## src/hdl/m4m_pkg.sv

```systemverilog
// Shared types and constants for the 4x4 fixed-point matrix multiplier.
// Used by m4m_ctrl, m4m_dp and matrix4x4_multiply.
`timescale 1ns / 1ps

package m4m_pkg;

  localparam int ELEM_W    = 32;             // Q16.16 element
  localparam int FRAC_BITS = 16;             // fraction bits dropped after the sum
  localparam int PROD_W    = 2 * ELEM_W;     // one signed product
  localparam int ACC_W     = PROD_W + 2;     // sum of four products, no overflow
  localparam int ADDR_W    = 4;              // 16 entries per matrix
  localparam int STEP_W    = 6;              // 16 elements x 4 terms

  // Controller -> datapath commands
  typedef struct packed {
    logic              wr_en;
    logic [ADDR_W-1:0] wr_addr;
    logic              issue;      // one multiply-accumulate term enters
    logic [ADDR_W-1:0] left_addr;
    logic [ADDR_W-1:0] right_addr;
    logic              first_term;
    logic              last_term;
    logic              last_elem;
  } cmd_t;

  // Datapath -> controller status
  typedef struct packed {
    logic adv;                     // pipeline moves this cycle
  } stat_t;

endpackage

```

## src/hdl/m4m_ctrl.sv

```systemverilog
// Sequencer for the 4x4 matrix multiplier: load phase and term issue phase.
// Depends on m4m_pkg; drives the datapath through cmd_t, sees stat_t.
`timescale 1ns / 1ps

module m4m_ctrl (
  input  logic            clk,
  input  logic            rst,
  input  logic            in_valid,
  output logic            in_ready,
  output m4m_pkg::cmd_t   cmd,
  input  m4m_pkg::stat_t  stat
);
  import m4m_pkg::*;

  typedef enum logic [1:0] {
    ST_LOAD  = 2'b01,
    ST_ISSUE = 2'b10
  } state_t;

  state_t              state;
  logic [ADDR_W-1:0]   load_count;
  logic [STEP_W-1:0]   step;

  localparam logic [ADDR_W-1:0] LAST_SLOT = '1;
  localparam logic [STEP_W-1:0] LAST_STEP = '1;

  logic [1:0] row, col, term;

  assign row  = step[5:4];
  assign col  = step[3:2];
  assign term = step[1:0];

  assign in_ready = (state == ST_LOAD);

  always_comb begin
    cmd.wr_en      = in_valid && in_ready;
    cmd.wr_addr    = load_count;
    cmd.issue      = (state == ST_ISSUE);
    cmd.left_addr  = {row, term};
    cmd.right_addr = {term, col};
    cmd.first_term = (term == 2'd0);
    cmd.last_term  = (term == 2'd3);
    cmd.last_elem  = (step == LAST_STEP);
  end

  always_ff @(posedge clk) begin
    if (rst) begin
      state      <= ST_LOAD;
      load_count <= '0;
      step       <= '0;
    end else begin
      unique case (state)
        ST_LOAD: begin
          if (in_valid) begin
            load_count <= load_count + 1'b1;
            if (load_count == LAST_SLOT) begin
              state <= ST_ISSUE;
              step  <= '0;
            end
          end
        end
        ST_ISSUE: begin
          // memories are read at issue, so loading resumes right after the last term
          if (stat.adv) begin
            step <= step + 1'b1;
            if (step == LAST_STEP) state <= ST_LOAD;
          end
        end
        default: state <= ST_LOAD;
      endcase
    end
  end

endmodule

```

## src/hdl/m4m_dp.sv

```systemverilog
// Datapath of the 4x4 matrix multiplier: element stores, one shared MAC,
// truncating scale, saturation and the output register. Depends on m4m_pkg.
`timescale 1ns / 1ps

module m4m_dp (
  input  logic                        clk,
  input  logic                        rst,
  input  logic [m4m_pkg::ELEM_W-1:0]  left_element,
  input  logic [m4m_pkg::ELEM_W-1:0]  right_element,
  input  m4m_pkg::cmd_t               cmd,
  output m4m_pkg::stat_t              stat,
  output logic                        out_valid,
  input  logic                        out_ready,
  output logic [m4m_pkg::ELEM_W-1:0]  product_element,
  output logic                        last_out
);
  import m4m_pkg::*;

  localparam logic [ACC_W-1:0] BIAS = (ACC_W'(1) << FRAC_BITS) - ACC_W'(1);
  localparam logic [ELEM_W-1:0] SAT_MAX = {1'b0, {(ELEM_W-1){1'b1}}};
  localparam logic [ELEM_W-1:0] SAT_MIN = {1'b1, {(ELEM_W-1){1'b0}}};

  logic [ELEM_W-1:0] left_mem  [16];
  logic [ELEM_W-1:0] right_mem [16];

  logic adv;

  // stage 1: operand read
  logic              s1_v, s1_first, s1_lastk, s1_end;
  logic [ELEM_W-1:0] s1_a, s1_b;
  // stage 2: product
  logic              s2_v, s2_first, s2_lastk, s2_end;
  logic [PROD_W-1:0] s2_prod;
  // stage 3: accumulator
  logic              s3_v, s3_end;
  logic [ACC_W-1:0]  acc;
  // stage 4: scaled sum
  logic              s4_v, s4_end;
  logic [ACC_W-1:0]  s4_q;

  logic [ACC_W-1:0]  prod_ext, acc_next, biased;
  logic              q_fits;
  logic [ELEM_W-1:0] sat_val;

  // whole pipeline freezes while a result waits at the output
  assign adv      = !out_valid || out_ready;
  assign stat.adv = adv;

  always_ff @(posedge clk) begin
    if (cmd.wr_en) begin
      left_mem[cmd.wr_addr]  <= left_element;
      right_mem[cmd.wr_addr] <= right_element;
    end
    if (adv) begin
      s1_a <= left_mem[cmd.left_addr];
      s1_b <= right_mem[cmd.right_addr];
    end
  end

  assign prod_ext = {{(ACC_W-PROD_W){s2_prod[PROD_W-1]}}, s2_prod};
  assign acc_next = s2_first ? prod_ext : acc + prod_ext;

  // truncate toward zero: negative sums get 2^F - 1 added before the shift
  assign biased  = acc + (acc[ACC_W-1] ? BIAS : '0);
  assign q_fits  = (s4_q[ACC_W-1:ELEM_W-1] == '0) || (s4_q[ACC_W-1:ELEM_W-1] == '1);
  assign sat_val = q_fits ? s4_q[ELEM_W-1:0] : (s4_q[ACC_W-1] ? SAT_MIN : SAT_MAX);

  always_ff @(posedge clk) begin
    if (adv) begin
      s1_first <= cmd.first_term;
      s1_lastk <= cmd.last_term;
      s1_end   <= cmd.last_elem;

      s2_prod  <= PROD_W'($signed(s1_a) * $signed(s1_b));
      s2_first <= s1_first;
      s2_lastk <= s1_lastk;
      s2_end   <= s1_end;

      if (s2_v) acc <= acc_next;
      s3_end <= s2_end;

      s4_q   <= ACC_W'($signed(biased) >>> FRAC_BITS);
      s4_end <= s3_end;

      product_element <= sat_val;
      last_out        <= s4_end;
    end
  end

  always_ff @(posedge clk) begin
    if (rst) begin
      s1_v      <= 1'b0;
      s2_v      <= 1'b0;
      s3_v      <= 1'b0;
      s4_v      <= 1'b0;
      out_valid <= 1'b0;
    end else if (adv) begin
      s1_v      <= cmd.issue;
      s2_v      <= s1_v;
      s3_v      <= s2_v && s2_lastk;
      s4_v      <= s3_v;
      out_valid <= s4_v;
    end
  end

endmodule

```

## src/hdl/matrix4x4_multiply.sv

```systemverilog
// 4x4 signed Q16.16 matrix multiply, one shared 32x32 MAC.
// Input is taken only in the load phase; once sixteen beats fill the element stores,
// s_axis_tready stays low while the terms are issued, four per result element on
// the single MAC, so loading and term issue never overlap.
// Reset (rst, synchronous, active high) clears the load counter, sequencer and
// pipeline valids; the element stores are not cleared.
`timescale 1ns / 1ps

module matrix4x4_multiply (
  input  logic        clk,
  input  logic        rst,
  input  logic        s_axis_tvalid,
  output logic        s_axis_tready,
  input  logic [63:0] s_axis_tdata,   // [31:0] left_element, [63:32] right_element
  output logic        m_axis_tvalid,
  input  logic        m_axis_tready,
  output logic [31:0] m_axis_tdata,   // [31:0] product_element
  output logic        m_axis_tlast
);
  import m4m_pkg::*;

  cmd_t  cmd;
  stat_t stat;

  m4m_ctrl u_ctrl (
    .clk      (clk),
    .rst      (rst),
    .in_valid (s_axis_tvalid),
    .in_ready (s_axis_tready),
    .cmd      (cmd),
    .stat     (stat)
  );

  m4m_dp u_dp (
    .clk             (clk),
    .rst             (rst),
    .left_element    (s_axis_tdata[ELEM_W-1:0]),
    .right_element   (s_axis_tdata[2*ELEM_W-1:ELEM_W]),
    .cmd             (cmd),
    .stat            (stat),
    .out_valid       (m_axis_tvalid),
    .out_ready       (m_axis_tready),
    .product_element (m_axis_tdata),
    .last_out        (m_axis_tlast)
  );

endmodule

```

## config.mk

```make
export PLATFORM = sky130hd
export DESIGN_NAME = matrix4x4_multiply
export DESIGN_NICKNAME = d
export VERILOG_FILES = /design/src/hdl/m4m_pkg.sv /design/src/hdl/m4m_ctrl.sv /design/src/hdl/m4m_dp.sv /design/src/hdl/matrix4x4_multiply.sv
export SDC_FILE = /design/constraint.sdc
export NUM_CORES = 2
export LEC_CHECK = 0
export BUFFER_PORTS_ARGS = -buffer_cell sky130_fd_sc_hd__buf_2
export CAP_MARGIN = 20
export CORE_ASPECT_RATIO = 1.25
export CORE_UTILIZATION = 46
export DETAILED_ROUTE_END_ITERATION = 12
export SLEW_MARGIN = 20
export SYNTH_ARGS = -nofsm -noshare
export SYNTH_HDL_FRONTEND = slang
export SYNTH_HIERARCHICAL = 1
export SYNTH_SLANG_ARGS = --single-unit
```

## constraint.sdc

```tcl
create_clock -name clk -period 8.7 [get_ports clk]
set_input_delay 0.435 -clock clk [delete_from_list [all_inputs] [get_ports clk]]
set_output_delay 0.435 -clock clk [all_outputs]
set_load 0.005 [all_outputs]
```

==> results.toml <==
[clock_network]
clkTransAtPathRegs_ns = 0.06
clkLatencyLatePin_ns = 0.80
clockRootBuffer = "clkbuf_16"
ctsHtreeMaxLevel = 4
cts_tree = "done"
clk_path_buf_depth = 3
numCtsBuffers = 134
clock-sinks = 1326

[timing]
hold_viol = 0
final_max_slew_viol_count = 0
maxSlewHeadroom = 0.2882
fin_crit_ns = 8.432
tightest_slew_ns = 1.068
fmax_mhz = 118.6
setup_tns_ns = 0
setup_slack_ns = 0.2684
finalSetupViolCount = 0
clock_skew_ns = 0.05953
rsz0062_at_grt = "yes"
min_period_over_period = 0.9691

[final_layout]
postLayoutCoreUtil = 0.5139
multi_input_area_um2 = 45150
fin_cells = 9420
final_nets = 8175
area_delta_synth_final_pct = 10.77
ff_latch_area_um2 = 39670
layout-drive-gt1-share = 0.1270
nFillCells = 16170

[worst_setup_path]
required_ns = 9.21
crit_type = "register to register"
worstPathArrival_ns = 8.94
critPathLaunchType = "register"
critPathMaxFanout = 19
endpoint_kind = "register"

[synthesis]
netlist_area_um2 = 89540
yosys-top-cells-area = "edfxtp_1, fa_1, mux4_2"
synth_seq_area_share = 0.4428
synth_flop_cell = "edfxtp_1"
avgSynthCellArea_um2 = 13.63
synth_top_cell_area_share = 0.4390
yosysWarnings = 6
async_flop_share = 0
syn_nets = 7989
netlist_instances = 6571
yosys.area.top_type = "edfxtp_1"
synthDistinctLibCells = 80
synth_edf_count = 1309
synth_seq_cells = 1326

[drt]
via_per_inst = 5.383
num_vias = 50710
firstDrtPassIters = 12
drt-total-wl_mm = 207.4
drt_iter0_drc = 3370
drc = 24
post_drt_wl_per_cell_um = 22.01
antenna_left = 0

[outcome]
status = "complete, but fails checks"
violations = "DRC"

[global_route]
overflow = 0
grt_pass1_vias = 55720
grt_pass1_wl_mm = 325.5
grt_use_total = 0.2170
antenna_found_initial = 18
grt_max_degree = 107

[min_path]
min-delay-path-class = "input pin to register"

[placement]
dpl.hpwl_mm = 146.0
dp_slack_ns = 0.04693
io_buffers = 102
dp.cells = 9076
place_congestion = 0.8884

[die]
start_util = 0.4639
rows = 180
die_width_um = 396.6
pin_count = 103
die_h_um = 495.3
dieArea_um2 = 196400
coreArea_um2 = 193000

[job]
maxCapViolations = 0
==> Yosys cell counts, types with 5 or more instances <==
cell      number
o31ai_1       15
fa_1        1083
a31oi_1       10
buf_1         21
inv_1        982
nor2b_1       21
ha_1         267
nand2b_1      26
or3_1          5
nand3b_1       5
dfxtp_1       17
a211o_1        6
nor4_1         8
a211oi_1      16
and4_1         6
o21a_1        18
buf_2          6
nand3_1       51
mux4_2       320
o21bai_1      17
xor2_1        60
nand4_1       44
a21o_1        99
o21ai_1        5
and3_1        18
edfxtp_1    1309
o211ai_1       9
a21boi_0       6
o31a_1         7
clkbuf_1     288
a21oi_1      156
o21ai_0      142
nor2_1       134
xnor2_1      122
and2_1       503
nor3_1        23
nand2_1      672
==> flip-flops by register name, summed over array words and instances, names as in the netlist, 4 cells and up <==
register / count
u_dp/s1_a: 32
u_dp/acc: 66
u_ctrl/load_count: 4
u_dp/left_mem: 512
u_dp/s1_b: 32
u_dp/right_mem: 512
u_dp/s4_q: 50
u_ctrl/step: 6
u_dp/product_element: 32
u_dp/s2_prod: 64
==> routing by layer <==
metal	vias up	global-route usage	part of all wire
li1	22490	-	-
met1	26720	0.2793	0.42
met2	1181	0.3836	0.51
met3	299	0.03059	0.046
met4	20	0.05814	0.024
met5	-	0	0.00060
==> path summary, 6_finish.rpt <==
check | to | cells after the start | start | slack [ns]
setup / recovery | u_dp/s2_prod[48]$_DFFE_PN_ | 23 | u_dp/s1_a[19]$_DFFE_PN_ | 0.27
hold / removal | u_dp/right_mem[9][4]$_DFFE_PP_ | 1 | s_axis_tdata[36] | 0.08
setup reg to reg | u_dp/s2_prod[48]$_DFFE_PN_ | 23 | u_dp/s1_a[19]$_DFFE_PN_ | 0.27
hold reg to reg | u_dp/s3_end$_DFFE_PN_ | 0 | u_dp/s2_end$_DFFE_PN_ | 0.42
==> layout make-up <==
cell class,instances,share of cell area
clock inverters,80,0.01046
multi-input cells,3945,0.4552
diodes,7,0.0001766
well taps,2548,0.03214
repair buffers,368,0.02963
flip-flops and latches,1326,0.3999
clock buffers,164,0.03525
inverters,982,0.03724
==> cell families (layout without fill, tap and decap cells) <==
kind of cell | after synthesis | after routing | synth area share
AOI/OAI and AO/OA | 554 | 554 | 0.03971
xor gates and xnor gates | 182 | 182 | 0.01780
adders and majority gates | 1350 | 1350 | 0.2794
buffers and inverters | 1300 | 1594 | 0.05468
DFF | 1326 | 1326 | 0.4428
muxes | 325 | 325 | 0.08110
other | 0 | 7 | 0
and+or+nand+nor | 1534 | 1534 | 0.08444
==> layout by cell type, fill, tap and decap left out, types with 26 or more instances in the layout <==
master and instances:
edfxtp_1 1309, fa_1 1081, inv_1 981, nand2_1 672, and2_1 502, mux4_2 320
ha_1 267, buf_4 175, a21oi_1 156, o21ai_0 141, clkbuf_16 134, xnor2_1 122
nor2_1 121, buf_2 102, a21o_1 99, dlygate4sd3_1 67, xor2_1 60, nand3_1 51
nand4_1 44, clkbuf_1 27, clkinv_1 26, nand2b_1 26
==> stage by stage <==
| stage | hold slack [ns] | area [µm²] |
|---|---|---|
| finish | 0.08449 | 99180 |
| detailed placement | 0.4057 | 93650 |
| global placement | 0.4028 | 93640 |
| global route | 0.04934 | 99180 |
| floorplan | 0.4003 | 89540 |
| CTS | 0.02031 | 98880 |
==> worst max-delay path, stage by stage (launching register included) <==
cell and delay (ns):
edfxtp_1 0.77, nand2_1 0.17, fa_1 0.57, fa_1 0.45
fa_1 0.50, fa_1 0.55, inv_1 0.07, fa_1 0.52
fa_1 0.57, fa_1 0.44, fa_1 0.44, ha_1 0.42
a21oi_1 0.22, o21ai_0 0.15, a2111oi_1 0.54, o21ai_1 0.26
o31ai_2 0.23, buf_4 0.18, nand3b_1 0.12, a31oi_1 0.26
o21bai_1 0.13, a21o_1 0.23, a221oi_2 0.25, xnor2_1 0.09
==> timing repair <==
item / CTS / global route
pin swaps: 0 / 0
resized for setup: 0 / 7
endpoints found under the setup margin: 3 / 12
endpoints found under the hold margin: 1010 / 0
setup buffers: 4 / 22
hold buffers: 67 / 0
Power is not shown: default switching activity piles up to over one toggle a cycle in this logic, so the estimate is an artifact.
